`src/rtl/core/mlf_pkg.sv`:
```
// ----------------------------------------------------------------------------
// mlf_pkg - shared types for the most/least frequent value block
// Cell chain commands, controller states and the sorted beat stream record.
// ----------------------------------------------------------------------------
package mlf_pkg;

  localparam int unsigned DATA_W = 32;

  // Command broadcast to every sorting cell
  typedef enum logic [1:0] {
    CELL_HOLD   = 2'd0,
    CELL_INSERT = 2'd1,
    CELL_SHIFT  = 2'd2
  } cell_cmd_t;

  // Controller states
  typedef enum logic [1:0] {
    ST_LOAD   = 2'd0,
    ST_DRAIN  = 2'd1,
    ST_FINISH = 2'd2
  } mlf_state_t;

  // One sorted value leaving the head of the chain
  typedef struct packed {
    logic                     vld;
    logic signed [DATA_W-1:0] value;
  } sorted_beat_t;

endpackage : mlf_pkg

```
`src/rtl/core/mlf_scan.sv`:
```
// ----------------------------------------------------------------------------
// mlf_scan - run length tracker over the sorted stream
// Counts runs of equal values and keeps the longest and shortest run seen;
// the first run wins a tie, which is the smallest value.
// ----------------------------------------------------------------------------
module mlf_scan #(
  parameter int unsigned MAX_ITEMS = 64
) (
  input  logic                              clk,
  input  logic                              rst_n,
  input  mlf_pkg::sorted_beat_t             beat,
  input  logic                              clear,
  output logic signed [mlf_pkg::DATA_W-1:0] most,
  output logic signed [mlf_pkg::DATA_W-1:0] least
);
  import mlf_pkg::*;

  localparam int unsigned LEN_W = $clog2(MAX_ITEMS + 1);

  logic                     have_r,  have_nxt;
  logic                     any_r,   any_nxt;
  logic signed [DATA_W-1:0] cur_val_r,   cur_val_nxt;
  logic [LEN_W-1:0]         cur_len_r,   cur_len_nxt;
  logic signed [DATA_W-1:0] best_val_r,  best_val_nxt;
  logic [LEN_W-1:0]         best_len_r,  best_len_nxt;
  logic signed [DATA_W-1:0] worst_val_r, worst_val_nxt;
  logic [LEN_W-1:0]         worst_len_r, worst_len_nxt;

  logic                     best_upd, worst_upd;
  logic signed [DATA_W-1:0] cm_best_val, cm_worst_val;
  logic [LEN_W-1:0]         cm_best_len, cm_worst_len;

  // Fold the open run into the kept extremes
  always_comb begin
    best_upd     = !any_r || (cur_len_r > best_len_r);
    worst_upd    = !any_r || (cur_len_r < worst_len_r);
    cm_best_val  = best_upd  ? cur_val_r : best_val_r;
    cm_best_len  = best_upd  ? cur_len_r : best_len_r;
    cm_worst_val = worst_upd ? cur_val_r : worst_val_r;
    cm_worst_len = worst_upd ? cur_len_r : worst_len_r;
  end

  assign most  = cm_best_val;
  assign least = cm_worst_val;

  // Extend the open run or close it and start a new one
  always_comb begin
    have_nxt      = have_r;
    any_nxt       = any_r;
    cur_val_nxt   = cur_val_r;
    cur_len_nxt   = cur_len_r;
    best_val_nxt  = best_val_r;
    best_len_nxt  = best_len_r;
    worst_val_nxt = worst_val_r;
    worst_len_nxt = worst_len_r;
    priority if (clear) begin
      have_nxt = 1'b0;
      any_nxt  = 1'b0;
    end else if (beat.vld) begin
      if (have_r && (beat.value == cur_val_r)) begin
        cur_len_nxt = cur_len_r + LEN_W'(1);
      end else begin
        if (have_r) begin
          any_nxt       = 1'b1;
          best_val_nxt  = cm_best_val;
          best_len_nxt  = cm_best_len;
          worst_val_nxt = cm_worst_val;
          worst_len_nxt = cm_worst_len;
        end
        have_nxt    = 1'b1;
        cur_val_nxt = beat.value;
        cur_len_nxt = LEN_W'(1);
      end
    end else begin
      have_nxt = have_r;
    end
  end

  always_ff @(posedge clk) begin
    if (!rst_n) begin
      have_r <= 1'b0;
      any_r  <= 1'b0;
    end else begin
      have_r <= have_nxt;
      any_r  <= any_nxt;
    end
  end

  always_ff @(posedge clk) begin
    cur_val_r   <= cur_val_nxt;
    cur_len_r   <= cur_len_nxt;
    best_val_r  <= best_val_nxt;
    best_len_r  <= best_len_nxt;
    worst_val_r <= worst_val_nxt;
    worst_len_r <= worst_len_nxt;
  end

`ifndef SYNTH
  // A run never grows beyond the store
  a_len_bound: assert property (@(posedge clk) disable iff (!rst_n)
    have_r |-> (cur_len_r != '0) && (cur_len_r <= LEN_W'(MAX_ITEMS)))
    else $error("run length out of range");
  // A cleared tracker holds no run
  a_clear: assert property (@(posedge clk) disable iff (!rst_n)
    clear |=> !have_r && !any_r)
    else $error("tracker not cleared");
  // Equal value extends the open run by one
  a_extend: assert property (@(posedge clk) disable iff (!rst_n)
    (!clear && beat.vld && have_r && (beat.value == cur_val_r))
      |=> cur_len_r == $past(cur_len_r) + LEN_W'(1))
    else $error("run not extended");
`endif

endmodule : mlf_scan

```
`config.mk`:
```
export PLATFORM = sky130hd
export DESIGN_NAME = mlf_scan
export DESIGN_NICKNAME = d
export VERILOG_FILES = /design/src/rtl/core/mlf_pkg.sv /design/src/rtl/core/mlf_scan.sv
export SDC_FILE = /design/constraint.sdc
export NUM_CORES = 1
export LEC_CHECK = 0
export ABC_AREA = 1
export BUFFER_PORTS_ARGS = -buffer_cell sky130_fd_sc_hd__buf_4
export CORE_ASPECT_RATIO = 0.9
export CORE_UTILIZATION = 45
export CTS_BUF_LIST = sky130_fd_sc_hd__clkbuf_4 sky130_fd_sc_hd__clkbuf_8
export CTS_CLUSTER_DIAMETER = 80
export CTS_CLUSTER_SIZE = 16
export DETAILED_ROUTE_END_ITERATION = 10
export PLACE_DENSITY = 0.67
export SLEW_MARGIN = 20
export SYNTH_ARGS = -nofsm -noshare
export SYNTH_HDL_FRONTEND = slang
export SYNTH_SLANG_ARGS = --single-unit
```
`constraint.sdc`:
```
create_clock -name clk -period 3.53 [get_ports clk]
set_input_delay 0.706 -clock clk [delete_from_list [all_inputs] [get_ports clk]]
set_output_delay 0.706 -clock clk [all_outputs]
set_load 0.02 [all_outputs]
```
==> flow_summary.toml, run 1 <==
[final_layout]
mostFrequentLayoutCells = "nand2_1, edfxtp_1, buf_4"
syn_to_final_growth_pct = 26.4
finalNetCount = 662
fin_area_um2 = 6760
layout_commonest_cell = "nand2_1"
antennaDiodeCount = 0
drive_gt1_frac = 0.243

[placed_design]
dpl_cell_area_um2 = 6290
gp_congestion = 0.796
io_buffers = 99
dp_hpwl_um = 8060

[routing]
wire_per_inst_um = 15.4
first_iter_violations = 242
drc = 0
drt_wl_total_um = 12000
first_pass_iters = 4
vias_per_cell = 4.85
vias = 3789
ant_nets = 0

[global_route]
grt_use_met1 = 0.279
use_met2 = 0.314
grt_pass1_vias = 3641
grt-busiest-layer = "met2"
gr-usage-met3 = 0.0730
grt_usage = 0.207
grt_max_degree = 34
grt_pass1_wl_um = 18600
gr-total-overflow = 0
antenna_found_initial = 0

[synth]
synth.yosys.warnings = 0
syn-num-nets = 540
avgSynthCellArea_um2 = 10.9
synth_cell_types = 26
synth_seq_area_share = 0.664
syn_area_um2 = 5350
ys_ff_latch = 119
syn_inst = 490

[die]
rows = 37
die_h_um = 105
design.die.area_um2 = 12300
initial_core_util = 0.466
coreArea_um2 = 11500
pin_count = 100
die_w_um = 117

[clocking]
cts_sinks = 119
cts_root_buf = "clkbuf_8"
cts_buffers = 17
cts_hold_buf = 0
htreeDepth = 4
cts_buffer_depth = 2
cts_tree = "yes"
clkTransAtPathRegs_ps = 80
clock_latency_ps = 440

[power_and_ir_drop]
vdd_drop_max_mv = 0.335
pwr_density_cell_nw_per_um2 = 473
finalPower_mw = 3.20
leakagePower_nw = 2.86

[timing]
report.final.slew_viol_count = 0
fin_skew_ps = 14.9
hold_violations = 0
min_period_over_period = 0.960
setup_viol = 0
fin_crit_ps = 3390
relSlewSlack = 0.510
worst_slew_pin_slew_ps = 732
fmax_mhz = 295

[min_path]
min_path_cells = 1
hold-path-endpoint = "cur_val_r[6]"
hp-class = "primary input to flip-flop"
min_from = "beat[6]"

[setup_path]
r2r_start = "cur_len_r[2]"
critPathLaunchType = "flip-flop"
crit_family = "compound AO/OA/AOI/OAI gates"
crit_path_end_kind = "output port"
max_stage_delay_ps = 500
regToRegSetupSlack_ps = 830
path_cells = "ha_1 > a21oi_1 > o21ai_1 > nand2_1 > o211ai_1 > buf_4 > a21oi_4 > buf_4 > nand2_1 > nand2_1 > buf_4"
cpMaxStageDelayCell = "edfxtp_1"
path_buf_inv = 3
reg2reg_to = "best_len_r[4]"
required_ps = 2820
path_max_fanout = 8
worstPathArrival_ps = 2680
path_class = "flip-flop to output port"
worstRegToRegCells = 9

[job]
cap_violations = 0

[outcome]
outcome = "completed"
==> layout make-up <==
cell class                 instances  area, µm²
clock buffer                      17        234
clock inverter                    15        154
fill                            1027       4720
inverter                          33        126
multi-input combinational        328       1620
sequential                       119       3550
tap                              156        195
timing repair buffer             113        873
==> stage by stage <==
| stage | hold slack [ps] | instances | setup WS [ps] | util | TNS, ps |
|---|---|---|---|---|---|
| 2_1_floorplan | 480 | 490 | 531 | - | 0 |
| 3_3_place_gp | 505 | 743 | 488 | 0.548 | 0 |
| 3_5_place_dp | 521 | 743 | 383 | 0.548 | 0 |
| 4_1_cts | 428 | 776 | -13.1 | 0.583 | -23.3 |
| 5_1_grt | 422 | 781 | -77.8 | 0.589 | -962 |
| 6_report | 451 | 781 | 141 | 0.589 | 0 |
==> cells in the mapped netlist, drive strengths merged <==
cell,instances,area (µm²)
nand3b,2,15.0
and2,1,6.26
inv,32,120
nor3b,1,7.51
o211ai,2,20.0
nand2,231,872
nand4,3,18.8
nor3,5,25.0
nor2,15,56.3
xor2,3,26.3
nand3,4,20.0
xnor2,28,245
edfxtp,117,3510
o21ai,8,40.0
ha,14,175
dfxtp,2,40.0
clkinv,1,5.00
a21oi,9,48.8
buf,12,92.6
==> how the worst max path moves through the flow <==
| stage | start | slack [ps] | cells past startpoint | to |
|---|---|---|---|---|
| 2_1_floorplan | beat[27] | 530 | 10 | best_val_r[0] |
| 3_3_place_gp | cur_len_r[2] | 490 | 10 | most[24] |
| 3_5_place_dp | cur_len_r[2] | 380 | 10 | most[19] |
| 4_1_cts | cur_len_r[2] | -10 | 9 | most[2] |
| 5_1_grt | cur_len_r[5] | -80 | 11 | most[13] |
| 6_report | cur_len_r[2] | 140 | 11 | most[18] |
==> sequential cells by signal, indices dropped and copies added, names as in the netlist <==
name and cells:
best_val_r 32, worst_len_r 7, best_len_r 7, cur_val_r 32, cur_len_r 7, any_r 1
worst_val_r 32, have_r 1
==> layer usage <==
metal / part of all wire / vias to the layer above
met5: 0 / -
met4: 0.0096 / 0
met3: 0.063 / 10
met2: 0.48 / 109
met1: 0.45 / 1793
li1: - / 1877
==> kinds of logic (layout without fill, tap and decap cells) <==
kind of cell | Yosys count | in the layout | share of synthesized area
buffers and inverters | 45 | 178 | 0.0407
adders and majority gates | 14 | 14 | 0.0328
and+or+nand+nor | 262 | 262 | 0.191
xor gates and xnor gates | 31 | 31 | 0.0508
AOI/OAI and AO/OA | 19 | 21 | 0.0204
DFF | 119 | 119 | 0.664
==> where the power goes <==
group	internal [mW]	total, mW	switching, mW
logic	0.154	0.359	0.205
clock network	0.629	1.21	0.578
registers	1.60	1.63	0.0309
total	2.38	3.20	0.814
==> timing repair <==
item,4_1_cts,5_1_grt
resized for setup,1,3
cloned,1,1
pin swaps,1,4
endpoints found under the hold margin,0,0
setup endpoints to repair,17,63
setup buffers,0,4
Power figures use the tool's default switching activity.
==> inputs of run 2 (changes only) <==
--- a/config.mk
+++ b/config.mk
@@ -7,7 +7,7 @@
 export LEC_CHECK = 0
 export ABC_AREA = 1
 export BUFFER_PORTS_ARGS = -buffer_cell sky130_fd_sc_hd__buf_4
-export CORE_ASPECT_RATIO = 0.9
+export CORE_ASPECT_RATIO = 0.5
 export CORE_UTILIZATION = 45
 export CTS_BUF_LIST = sky130_fd_sc_hd__clkbuf_4 sky130_fd_sc_hd__clkbuf_8
 export CTS_CLUSTER_DIAMETER = 80
==> run 2 against run 1 <==
Combinational power decreased by 3%. Design area decreased by 0.41%. Sequential cell count unchanged. Count of clock-buffer cells in the layout increased by 5. Setup slack improved by 41 ps. Critical endpoint is now most[29]. Non-clock buffer count decreased by 8. Clock power increased by 17%. Core utilization increased by 0.79 points. Global-route usage decreased by 0.56 points. Fmax increased by 1.2%. Via count decreased by 2.9%.
==> flow_summary.toml, run 2 (synthesis gave the netlist of run 1 again) <==
[global_route]
grt_max_degree = 65
gr-total-overflow = 0
grt_pass1_wl_um = 18600
grt_pass1_vias = 3750
grt_usage = 0.202
antenna_found_initial = 0

[min_path]
hp-class = "primary input to flip-flop"

[timing]
fin_ws_ps = 183
report.final.slew_viol_count = 0
relSlewSlack = 0.552
setup_viol = 0
fin_crit_ps = 3350
setup_tns_ps = 0
hold_violations = 0
fmax_mhz = 299
rsz0062_at_grt = "false"
worst_hold_slack_ps = 476
fin_skew_ps = 9.64
min_period_over_period = 0.948
worst_slew_pin_slew_ps = 669

[clocking]
cts_buffers = 17
cts_root_buf = "clkbuf_8"
cts_buffer_depth = 2
cts_hold_buf = 0
htreeDepth = 4
postCtsSetupRepairBufs = 0
cts_tree = "yes"
cts_sinks = 119
clock_latency_ps = 420
clkTransAtPathRegs_ps = 70

[setup_path]
path_cells = "ha_1 > a21oi_1 > o21ai_1 > nand2_1 > o211ai_1 > a21oi_2 > buf_12 > nand2_1 > o21ai_0 > buf_4"
path_class = "flip-flop to output port"
path_max_fanout = 39
worstRegToRegCells = 6
regToRegSetupSlack_ps = 830
r2r_start = "cur_len_r[6]"
worstPathArrival_ps = 2640
critPathMostFrequentCell = "nand2_1"
crit_path_end_kind = "output port"
cp.depth = 10
cpMaxStageDelayCell = "edfxtp_1"
cp-startpoint = "cur_len_r[2]"
crit_family = "compound AO/OA/AOI/OAI gates"
path_buf_inv = 2
reg2reg_to = "worst_len_r[6]"
required_ps = 2820
max_stage_delay_ps = 510
critPathLaunchType = "flip-flop"
cp-endpoint = "most[29]"

[die]
initial_core_util = 0.474
die_w_um = 156
rows = 27
die_h_um = 79.1
coreArea_um2 = 11300
pin_count = 100
design.die.area_um2 = 12400

[final_layout]
antennaDiodeCount = 0
fin_area_um2 = 6730
drive_gt1_frac = 0.233
reg_top3 = "best_val_r (32), cur_val_r (32), worst_val_r (32)"
layout_commonest_cell = "nand2_1"
mostFrequentLayoutCells = "nand2_1, edfxtp_1, buf_4"
syn_to_final_growth_pct = 25.9
finalNetCount = 652

[routing]
wire_per_inst_um = 14.7
first_pass_iters = 4
ant_nets = 0
vias = 3679
vias_per_cell = 4.75
drt_wl_total_um = 11400
first_iter_violations = 183
drc = 0

[placed_design]
io_buffers = 99
preCtsSetupSlack_ps = 373
dpl_cell_area_um2 = 6270
dp_hpwl_um = 7590
gp_congestion = 0.744

[power_and_ir_drop]
leakagePower_nw = 2.85
vdd_drop_max_mv = 0.266
pwr_density_cell_nw_per_um2 = 503

[job]
cap_violations = 0

[outcome]
outcome = "completed"
run 2: cell types whose count changed in the layout (fill, tap and decap cells not counted), sizes merged:
cell / change
a21oi: -2
buf: -8
bufinv: +3
clkbuf: +5
clkinv: -4
clkinvlp: -1
inv: -3
run 2: worst min-delay path by stage:
stage                   from       endpoint  slack (ps)  depth (start not counted)
floorplan             have_r   cur_len_r[0]         480                          1
global placement      have_r   cur_len_r[0]         500                          1
detailed placement    have_r   cur_len_r[0]         530                          1
CTS                 beat[23]  cur_val_r[23]         450                          1
global route        beat[23]  cur_val_r[23]         440                          1
finish              beat[23]  cur_val_r[23]         480                          1
run 2: report_power, final:
| group | total [mW] | switching [mW] | internal, mW | leakage (nW) |
|---|---|---|---|---|
| combinational | 0.350 | 0.198 | 0.151 | 1.53 |
| sequential | 1.63 | 0.0293 | 1.60 | 1.09 |
| clock | 1.41 | 0.532 | 0.874 | 0.229 |
| total | 3.39 | 0.759 | 2.63 | 2.85 |
run 2: metrics by stage:
step	utilization	power, mW	std cells
6_report	0.596	3.39	774
5_1_grt	0.596	3.51	774
4_1_cts	0.595	3.42	774
3_5_place_dp	0.555	2.01	742
3_3_place_gp	0.555	2.01	742
2_1_floorplan	-	1.85	490
run 2: repair_timing:
action / 4_1_cts / 5_1_grt
gates cloned: 0 / 0
setup endpoints to repair: 32 / 29
resized for setup: 1 / 3
hold endpoints to repair: 0 / 0
run 2: area by class of cell:
| class | instances | area (µm²) |
|---|---|---|
| fillers | 978 | 4550 |
| flip-flops and latches | 119 | 3550 |
| multi-input cells | 326 | 1580 |
| repair buffers | 105 | 817 |
| clock buffers | 22 | 272 |
| well taps | 159 | 199 |
| clock inverters | 10 | 176 |
| inverters | 33 | 131 |
run 2: per-layer routing:
metal / GRT usage / routed length [µm]
met1: 0.257 / 5290
met2: 0.340 / 5580
met3: 0.0573 / 459
met4: 0.0539 / 72
met5: 0 / 0
