$ cat src/rtl/core/mlf_pkg.sv
// ----------------------------------------------------------------------------
// mlf_pkg - shared types for the most/least frequent value block
// Cell chain commands, controller states and the sorted beat stream record.
// ----------------------------------------------------------------------------
package mlf_pkg;

  localparam int unsigned DATA_W = 32;

  // Command broadcast to every sorting cell
  typedef enum logic [1:0] {
    CELL_HOLD   = 2'd0,
    CELL_INSERT = 2'd1,
    CELL_SHIFT  = 2'd2
  } cell_cmd_t;

  // Controller states
  typedef enum logic [1:0] {
    ST_LOAD   = 2'd0,
    ST_DRAIN  = 2'd1,
    ST_FINISH = 2'd2
  } mlf_state_t;

  // One sorted value leaving the head of the chain
  typedef struct packed {
    logic                     vld;
    logic signed [DATA_W-1:0] value;
  } sorted_beat_t;

endpackage : mlf_pkg

$ cat src/rtl/core/mlf_cell.sv
// ----------------------------------------------------------------------------
// mlf_cell - one slot of the insertion sorting chain
// Holds one value; on insert it keeps, takes the new value or takes its left
// neighbour's value; on shift it takes its right neighbour's value.
// ----------------------------------------------------------------------------
module mlf_cell (
  input  logic                             clk,
  input  mlf_pkg::cell_cmd_t               cmd,
  input  logic                             occupied,
  input  logic signed [mlf_pkg::DATA_W-1:0] ins_value,
  input  logic                             left_gt,
  input  logic signed [mlf_pkg::DATA_W-1:0] left_value,
  input  logic signed [mlf_pkg::DATA_W-1:0] right_value,
  output logic                             gt,
  output logic signed [mlf_pkg::DATA_W-1:0] value
);
  import mlf_pkg::*;

  logic signed [DATA_W-1:0] value_r;
  logic signed [DATA_W-1:0] value_nxt;

  // An empty slot counts as larger than any value
  assign gt    = !occupied || (value_r > ins_value);
  assign value = value_r;

  // Select the next slot content
  always_comb begin
    value_nxt = value_r;
    unique case (cmd)
      CELL_INSERT: begin
        if (gt) begin
          value_nxt = left_gt ? left_value : ins_value;
        end
      end
      CELL_SHIFT: value_nxt = right_value;
      CELL_HOLD:  value_nxt = value_r;
      default:    value_nxt = value_r;
    endcase
  end

  always_ff @(posedge clk) begin
    value_r <= value_nxt;
  end

endmodule : mlf_cell

$ cat config.mk
export PLATFORM = sky130hd
export DESIGN_NAME = mlf_cell
export DESIGN_NICKNAME = d
export VERILOG_FILES = /design/src/rtl/core/mlf_pkg.sv /design/src/rtl/core/mlf_cell.sv
export SDC_FILE = /design/constraint.sdc
export NUM_CORES = 1
export LEC_CHECK = 0
export BUFFER_PORTS_ARGS = -buffer_cell sky130_fd_sc_hd__buf_2
export CORE_ASPECT_RATIO = 1.25
export CORE_MARGIN = 2
export CORE_UTILIZATION = 40
export DETAILED_ROUTE_END_ITERATION = 12
export PLACE_DENSITY_LB_ADDON = 0.1
export SLEW_MARGIN = 20
export SYNTH_ARGS = -nofsm -noshare
export SYNTH_HDL_FRONTEND = slang
export SYNTH_SLANG_ARGS = --single-unit
$ cat constraint.sdc
create_clock -name clk -period 3.6 [get_ports clk]
set_clock_uncertainty 0.15 [all_clocks]
set_input_delay 0.36 -clock clk [delete_from_list [all_inputs] [get_ports clk]]
set_output_delay 0.36 -clock clk [all_outputs]
set_load 0.05 [all_outputs]
==> impl_metrics.toml, run 1 <==
[min_path]
min_path_type = "in2reg"

[synthesis]
asyncSetResetFlopFracSynth = 0
syn-num-nets = 390
post_synth_instance_area_um2 = 2480
post-synth-top-count-cell = "sky130_fd_sc_hd__nand2_1"
netlist.top_cell.by_area = "sky130_fd_sc_hd__edfxtp_1"
post_synth_main_area_contributors = "sky130_fd_sc_hd__edfxtp_1 39%, sky130_fd_sc_hd__ha_1 16%, sky130_fd_sc_hd__mux2i_1 13%"
yosys-top-cells-count = "36 x sky130_fd_sc_hd__nand2_1, 34 x sky130_fd_sc_hd__o21ai_0"
syn_area_cell_um2 = 9.63
syn_inst = 257
yosysUniqueCellTypes = 26
ys.flop_type = "sky130_fd_sc_hd__edfxtp_1"
yosys.area.top_type_share = 0.388
synth_edf_count = 32
ys_ff_latch = 32
synth_seq_area_share = 0.388
yosysWarningCount = 0

[global_routing]
grt_util_met1 = 0.211
use_met2 = 0.297
grt_first_pass_wirelength_um = 9470
grt_start_max_net_pins = 41
grt_usage = 0.177
grt_busiest_layer = "met2"
antenna_found_initial = 0
first_global_vias = 2179
gr-total-overflow = 0
met3_usage = 0.0505

[floorplan]
die_width_um = 74.4
core-area_um2 = 6090
num_ports = 134
die-height_um = 92.0
start_util = 0.407
rows = 32
floorplan.die_area_um2 = 6840

[setup_path]
worst-path-buf-inv = 1
required_ns = 3.44
critical_path.max_fanout = 21
critical_path.max_stage_delay_ns = 0.70
setup.worst_path.class = "reg2reg"
critical_path.endpoint_type = "register"
timing.critical_path.from_type = "register"
worst_path_dominant_cell_family = "compound AO/OA/AOI/OAI gates"
crit_path_cell_trace = "ha_1, nand4_2, nor4_1, o41ai_1, a31oi_4, buf_8"
cpMaxStageDelayCell = "sky130_fd_sc_hd__a31oi_4"
worst-endpoint-arrival_ns = 2.82

[sta]
timing.final.setup_violations = 0
slew_worst_pin_ns = 0.970
timing.fmax_ghz = 0.335
setup_repair_after_global_routing_missed_its_margin = "no"
final_hold_fails = 0
final.min_clock_period_ns = 2.99
post-route-period-util = 0.829
timing.hold.ws_ns = 0.207
tns_ns = 0
max_slew_margin = 0.354
slew_viol_final = 0
least_setup_slack_across_all_paths_after_layout_ns = 0.615

[clock_tree]
cts_resized = 0
cts_root_buf = "sky130_fd_sc_hd__clkbuf_8"
cts_tree = "done"
htree_levels = 2
cts_setup_buffers = 0
clock-sinks = 32
worstSkewPairLatency_ns = 0.27
cts_made_buffers = 5
clk_pin_slew_ns = 0.07
cts_buffer_depth = 2
holdBufCountCts = 0

[placement]
numPlacedInstances = 466
detailed_place_hpwl_um = 4790
dp_worst_slack_ns = 0.405
placement.io_buffers = 133
gp_congestion = 0.763

[route]
route.vias.total = 2313
first_pass_iters = 4
ant_nets = 0
via_per_inst = 4.87
avgRoutedWirePerCell_um = 12.5
aggregate_routed_wire_length_um = 5940
detail_route.iter0.violations = 129
drcViolationCount = 0

[finish]
insertedDiodeCount = 0
nNetsFinal = 522
layout.area.seq_um2 = 961
area_delta_synth_final_pct = 34.5
multiInputGateArea_um2 = 1370
layout.filler_cells = 597
largest_reg_flops = 32
drive_gt1_frac = 0.374
final-instance-count-excl-fill = 475
utilization = 0.547

[power_and_ir_drop]
power.density_cell_area_nw_per_um2 = 351
peakVddDrop_uv = 187
power.leakage_uw = 0.00169

[run_status]
run_status = "completed"

[flow_run]
max_cap_viol_count = 0
-- report_power, final --
part	switching (uW)	internal, uW
Combinational	277	148
Clock	128	135
Sequential	19.2	462
Total	424	744
-- layout by cell type, fill, tap and decap left out, types with 2 or more instances in the layout --
cell and instances:
sky130_fd_sc_hd__nor4_1 2, sky130_fd_sc_hd__buf_2 133, sky130_fd_sc_hd__inv_1 32, sky130_fd_sc_hd__mux2i_1 32
sky130_fd_sc_hd__nand2_1 36, sky130_fd_sc_hd__nand4_1 6, sky130_fd_sc_hd__buf_4 2, sky130_fd_sc_hd__o21ai_0 34
sky130_fd_sc_hd__clkbuf_8 5, sky130_fd_sc_hd__edfxtp_1 32, sky130_fd_sc_hd__nand4_2 2, sky130_fd_sc_hd__clkbuf_1 2
sky130_fd_sc_hd__a21oi_1 12, sky130_fd_sc_hd__ha_1 32, sky130_fd_sc_hd__o41ai_1 2, sky130_fd_sc_hd__nor2_1 2
sky130_fd_sc_hd__nor2b_1 3, sky130_fd_sc_hd__a211oi_1 2, sky130_fd_sc_hd__a21o_1 4, sky130_fd_sc_hd__nand3_1 3
-- area by class of cell --
type / count / share of cell area
tap: 85 / 0.0319
clock inverter: 1 / 0.00113
clock buffer: 7 / 0.0229
timing repair buffer: 136 / 0.209
sequential: 32 / 0.289
inverter: 32 / 0.0361
multi-input combinational: 182 / 0.410
-- logic make-up after synthesis --
kind of cell | synth area share
DFF | 0.388
AOI/OAI and AO/OA | 0.142
buffers and inverters | 0.0692
and+or+nand+nor | 0.110
adders and majority gates | 0.162
muxes | 0.129
-- routing by layer --
layer	up-vias	part of all wire
met1	1034	0.42
met4	0	0.020
met2	79	0.49
met3	10	0.071
li1	1190	-
met5	-	0
-- worst register-to-register path, delay by kind of cell, from the launching register on --
kind	cells	cell delay [ns]
compound gates	2	0.94
fa+ha+maj	1	0.34
buf+inv	1	0.24
flops	1	0.40
simple gates	2	0.62
-- per-stage QoR --
stage	power [uW]	instance area, um2
2_1_floorplan	778	2480
3_3_place_gp	911	3230
3_5_place_dp	918	3230
4_1_cts	1180	3310
5_1_grt	1240	3330
6_report	1170	3330
-- path summary, 6_finish.rpt --
kind                   from   endpoint  slack [ns]  cells past startpoint
max reg2reg       value[30]  value[15]        0.61                      6
min reg2reg       value[31]  value[30]        1.12                      5
max               value[30]  value[15]        0.61                      6
min          right_value[5]   value[5]        0.21                      3
Power figures use the tool's default switching activity.
==> run 2, diff against run 1 <==
==> constraint.sdc (replaced) <==
create_clock -name clk -period 2.8 [get_ports clk]
set_clock_uncertainty 0.15 [all_clocks]
set_input_delay 0.28 -clock clk [delete_from_list [all_inputs] [get_ports clk]]
set_output_delay 0.28 -clock clk [all_outputs]
set_load 0.05 [all_outputs]
==> impl_metrics.toml, run 2 (synthesized netlist as in run 1, its figures left out) <==
[run_status]
run_status = "completed"

[setup_path]
cpMaxStageDelayCell = "sky130_fd_sc_hd__a211oi_1"
timing.critical_path.from_type = "register"
critical_path.max_fanout = 3
timing.rr.end = "value[10]"
crit_path_cell_trace = "ha_1, nand4_1, a211oi_1, o41ai_4, a31oi_2, buf_4"
setup.worst_path.class = "reg2out"
worst_r2r_startpoint = "value[26]"
worst_r2r_path_depth = 8
critical_path.endpoint_type = "output port"
required_ns = 2.37
worst_setup_slack_for_register_to_register_paths_ns = 0.22
critical_path.max_stage_delay_ns = 0.42
worst-endpoint-arrival_ns = 2.24

[min_path]
whs_endpoint = "value[23]"
timing.hold.worst_path_depth = 3
min_path_type = "in2reg"
timing.hold.worst.start = "right_value[23]"

[finish]
layout.cells.most_common_list = "132 x sky130_fd_sc_hd__buf_2, 36 x sky130_fd_sc_hd__nand2_1, 34 x sky130_fd_sc_hd__o21ai_0"
nNetsFinal = 527
insertedDiodeCount = 0
area_delta_synth_final_pct = 40.6
commonest_non_fill_non_tap_cell_in_the_layout = "sky130_fd_sc_hd__buf_2"
utilization = 0.572
finalInstanceArea_um2 = 3480
final-instance-count-excl-fill = 480
largest_reg_flops = 32
drive_gt1_frac = 0.408

[route]
avgRoutedWirePerCell_um = 12.8
aggregate_routed_wire_length_um = 6140
drcViolationCount = 0
route.vias.total = 2324
ant_nets = 0
via_per_inst = 4.84
detail_route.iter0.violations = 64
first_pass_iters = 4

[floorplan]
floorplan.die_area_um2 = 6840
rows = 32
core-area_um2 = 6090
die_width_um = 74.4
start_util = 0.407
die-height_um = 92.0
num_ports = 134

[placement]
detailed_place_hpwl_um = 5010
placement.io_buffers = 133
numPlacedInstances = 470
gp_congestion = 0.741
placement.cell_area_um2 = 3300

[sta]
timing.fmax_ghz = 0.374
slew_worst_pin_ns = 0.673
slew_viol_final = 0
timing.final.setup_violations = 0
final.min_clock_period_ns = 2.67
max_slew_margin = 0.551
final_hold_fails = 0
post-route-period-util = 0.954

[clock_tree]
cts_root_buf = "sky130_fd_sc_hd__clkbuf_8"
holdBufCountCts = 0
cts_buffer_depth = 2
cts_made_buffers = 5
clk_pin_slew_ns = 0.07
cts_tree = "done"
clock-sinks = 32
htree_levels = 2
worstSkewPairLatency_ns = 0.28

[power_and_ir_drop]
power.leakage_uw = 0.00175
post-layout-total-power_uw = 1540
peakVddDrop_uv = 259
power.density_cell_area_nw_per_um2 = 442

[global_routing]
gr-total-overflow = 0
grt_usage = 0.185
antenna_found_initial = 0
grt_start_max_net_pins = 45
first_global_vias = 2299
grt_first_pass_wirelength_um = 9760

[flow_run]
max_cap_viol_count = 0
[run 2: where the power goes]
group          internal (uW)  switching [uW]
clock network            173             167
registers                593            25.4
logic                    207             372
total                    973             564
[run 2: routing by layer]
| layer | track usage | routed length (um) |
|---|---|---|
| met5 | 0 | 0 |
| met4 | 0.0536 | 73 |
| met3 | 0.0407 | 364 |
| met2 | 0.344 | 3300 |
| met1 | 0.202 | 2410 |
[run 2: final cells by class]
type / instances / area, um2
fillers: 587 / 2600
multi-input cells: 182 / 1490
flip-flops and latches: 32 / 961
repair buffers: 141 / 728
inverters: 32 / 120
well taps: 85 / 106
clock buffers: 7 / 76.3
clock inverters: 1 / 3.75
[run 2: through the flow]
step / setup slack [ns] / hold slack [ns] / TNS, ns
floorplan: -0.0823 / 0.317 / -2.63
global placement: 0.234 / 0.402 / 0
detailed placement: 0.224 / 0.410 / 0
CTS: 0.00376 / 0.106 / 0
global route: -0.0111 / 0.134 / -0.0111
finish: 0.129 / 0.119 / 0
[run 2: worst max-delay path by stage]
stage,start,end,slack [ns],depth (start not counted)
2_1_floorplan,value[1],value[0],-0.08,6
3_3_place_gp,ins_value[31],value[5],0.23,8
3_5_place_dp,ins_value[27],value[3],0.22,8
4_1_cts,value[21],gt,0.004,8
5_1_grt,value[11],gt,-0.01,6
6_report,value[11],gt,0.13,6
[run 2: what timing repair did]
item                                    in CTS  in global routing
pin swaps                                    3                  4
buffers inserted                             2                  0
gates resized for setup                      7                  3
endpoints found under the hold margin        0                  0
endpoints found under the setup margin       1                  1
[run 2: critical path: cells and delay by family (launching register included)]
family	cells	cell delay, ns
simple gates	1	0.22
buf+inv	1	0.22
fa+ha+maj	1	0.33
flops	1	0.40
compound gates	3	0.79
==> run 3, diff against run 2 <==
--- a/config.mk
+++ b/config.mk
@@ -5,6 +5,7 @@
 export SDC_FILE = /design/constraint.sdc
 export NUM_CORES = 1
 export LEC_CHECK = 0
+export ABC_AREA = 1
 export BUFFER_PORTS_ARGS = -buffer_cell sky130_fd_sc_hd__buf_2
 export CORE_ASPECT_RATIO = 1.25
 export CORE_MARGIN = 2
==> impl_metrics.toml, run 3 <==
[run_status]
run_status = "completed"

[setup_path]
critical_path.max_fanout = 4
cpMaxStageDelayCell = "sky130_fd_sc_hd__edfxtp_1"
timing.rr.end = "value[13]"
crit_path_cell_trace = "ha_1, a21oi_1, o21a_2, nand2_1, a21oi_1, nand2_1, nand2_1, nand3_2, nand2_2, buf_2"
critical_path.max_stage_delay_ns = 0.39
worst-endpoint-arrival_ns = 2.13
critical_path.endpoint_type = "output port"
setup.worst_path.class = "reg2out"
worst_r2r_startpoint = "value[31]"
required_ns = 2.37
worst_r2r_path_depth = 11
worst_path_most_repeated_cell = "sky130_fd_sc_hd__nand2_1"
timing.critical_path.from_type = "register"
worst_setup_slack_for_register_to_register_paths_ns = 0.27

[min_path]
min_path_type = "in2reg"
timing.hold.worst_path_depth = 2
timing.hold.worst.start = "right_value[20]"
whs_endpoint = "value[20]"

[global_routing]
first_global_vias = 2340
grt_first_pass_wirelength_um = 9640
antenna_found_initial = 0
gr-total-overflow = 0
grt_usage = 0.178
grt_start_max_net_pins = 37

[sta]
slew_worst_pin_ns = 0.625
timing.final.setup_violations = 0
final_hold_fails = 0
setup_repair_after_global_routing_missed_its_margin = "no"
tns_ns = 0
post-route-period-util = 0.914
max_slew_margin = 0.582
slew_viol_final = 0
timing.hold.ws_ns = 0.133
final.min_clock_period_ns = 2.56
least_setup_slack_across_all_paths_after_layout_ns = 0.242
timing.fmax_ghz = 0.391

[clock_tree]
worstSkewPairLatency_ns = 0.28
cts_resized = 0
cts_made_buffers = 5
cts_tree = "done"
htree_levels = 2
cts_root_buf = "sky130_fd_sc_hd__clkbuf_8"
holdBufCountCts = 0
clock-sinks = 32
clk_pin_slew_ns = 0.07
cts_setup_buffers = 0
cts_buffer_depth = 2

[synthesis]
synth_top_family_by_area = "compound AO/OA/AOI/OAI gates"
syn_inst = 294
yosysWarningCount = 0
yosys-top-cells-count = "72 x sky130_fd_sc_hd__nand2_1, 39 x sky130_fd_sc_hd__inv_1, 32 x sky130_fd_sc_hd__edfxtp_1, 32 x sky130_fd_sc_hd__ha_1, 31 x sky130_fd_sc_hd__o21a_1"
post_synth_mux_area_share = 0
synth_seq_area_share = 0.379
ys.flop_type = "sky130_fd_sc_hd__edfxtp_1"
synthXorXnorAreaFrac = 0
synth_compound_area_frac = 0.224
ys_ff_latch = 32
syn-num-nets = 427
post_synth_instance_area_um2 = 2530
syn_area_cell_um2 = 8.61
netlist.top_cell.by_area = "sky130_fd_sc_hd__edfxtp_1"
yosysUniqueCellTypes = 23
post-synth-top-count-cell = "sky130_fd_sc_hd__nand2_1"
synth_edf_count = 32
asyncSetResetFlopFracSynth = 0
post_synth_main_area_contributors = "sky130_fd_sc_hd__edfxtp_1 38%, sky130_fd_sc_hd__ha_1 16%, sky130_fd_sc_hd__nand2_1 11%"
synth_simple_gate_area_share = 0.153
yosys.area.top_type_share = 0.379
post_synth_fa_ha_maj_area_fraction = 0.158

[finish]
nNetsFinal = 555
layout.filler_cells = 641
largest_reg_flops = 32
layout.cells.most_common_list = "133 x sky130_fd_sc_hd__buf_2, 70 x sky130_fd_sc_hd__nand2_1, 39 x sky130_fd_sc_hd__inv_1"
insertedDiodeCount = 0
drive_gt1_frac = 0.362
area_delta_synth_final_pct = 33.3
finalInstanceArea_um2 = 3380
commonest_non_fill_non_tap_cell_in_the_layout = "sky130_fd_sc_hd__buf_2"

[power_and_ir_drop]
power.density_cell_area_nw_per_um2 = 448
post-layout-total-power_uw = 1510
peakVddDrop_uv = 279
power.leakage_uw = 0.00171

[route]
via_per_inst = 4.86
ant_nets = 0
drcViolationCount = 0
first_pass_iters = 4
detail_route.iter0.violations = 63
aggregate_routed_wire_length_um = 6170
route.vias.total = 2467
avgRoutedWirePerCell_um = 12.1

[floorplan]
num_ports = 134
floorplan.die_area_um2 = 6990
start_util = 0.411
die-height_um = 93.0
rows = 32
die_width_um = 75.2
core-area_um2 = 6170

[placement]
gp_congestion = 0.744
detailed_place_hpwl_um = 4850
placement.cell_area_um2 = 3300
placement.io_buffers = 133
dp_worst_slack_ns = 0.237

[flow_run]
max_cap_viol_count = 0
[run 3: cell count changes after synthesis, sizes merged, moves of 4 or more]
cell    before  now
o21a         0   32
mux2i       32    0
nor2         2   12
o211ai       1   30
inv         32   42
clkbuf       3    8
nand2       36   74
nand4        8    3
o21ai       35    2
nor2b        4    0
[run 3: how the worst max path moves through the flow]
| stage | start | end | slack [ns] | cells past startpoint |
|---|---|---|---|---|
| after floorplan | value[31] | value[0] | 0.03 | 11 |
| after global placement | ins_value[31] | value[19] | 0.25 | 13 |
| after CTS | value[31] | gt | 0.21 | 10 |
| after global routing | value[31] | value[17] | 0.01 | 11 |
| after detailed placement | ins_value[31] | value[21] | 0.24 | 13 |
| final | value[31] | gt | 0.24 | 10 |
[run 3: area by class of cell]
cell class                 count  area, um2  share of cell area
clock inverter                 1       3.75             0.00111
sequential                    32        961               0.285
clock buffer                   7       76.3              0.0226
tap                           85        106              0.0315
inverter                      42        158              0.0467
multi-input combinational    206       1370               0.404
timing repair buffer         135        706               0.209
[run 3: worst max-delay path, delay by kind of cell (launching register included)]
kind,cells,cell delay (ns)
flops,1,0.39
compound gates,3,0.51
buf+inv,1,0.27
fa+ha+maj,1,0.37
simple gates,5,0.32
[run 3: cells by family after synthesis]
logic type      Yosys count
compound gates           81
flops                    32
fa+ha+maj                32
buf+inv                  56
simple gates             93
[run 3: metrics by stage]
step / utilization / cells
after detailed placement: 0.534 / 500
final: 0.547 / 508
after global placement: 0.534 / 500
after floorplan: - / 294
after global routing: 0.547 / 508
after CTS: 0.547 / 508
[run 3: routing by layer]
| metal | GRT usage | wire length, um | vias to the layer above |
|---|---|---|---|
| li1 | - | - | 1272 |
| met3 | 0.0403 | 413 | 6 |
| met2 | 0.335 | 3160 | 83 |
| met5 | 0 | 0 | - |
| met1 | 0.193 | 2530 | 1106 |
| met4 | 0.0482 | 70 | 0 |
[run 3: report_power, final]
| group | leakage, uW | switching, uW | internal [uW] |
|---|---|---|---|
| combinational | 0.00136 | 361 | 199 |
| clock | 0.0000399 | 168 | 173 |
| sequential | 0.000307 | 21.5 | 589 |
| total | 0.00171 | 551 | 961 |
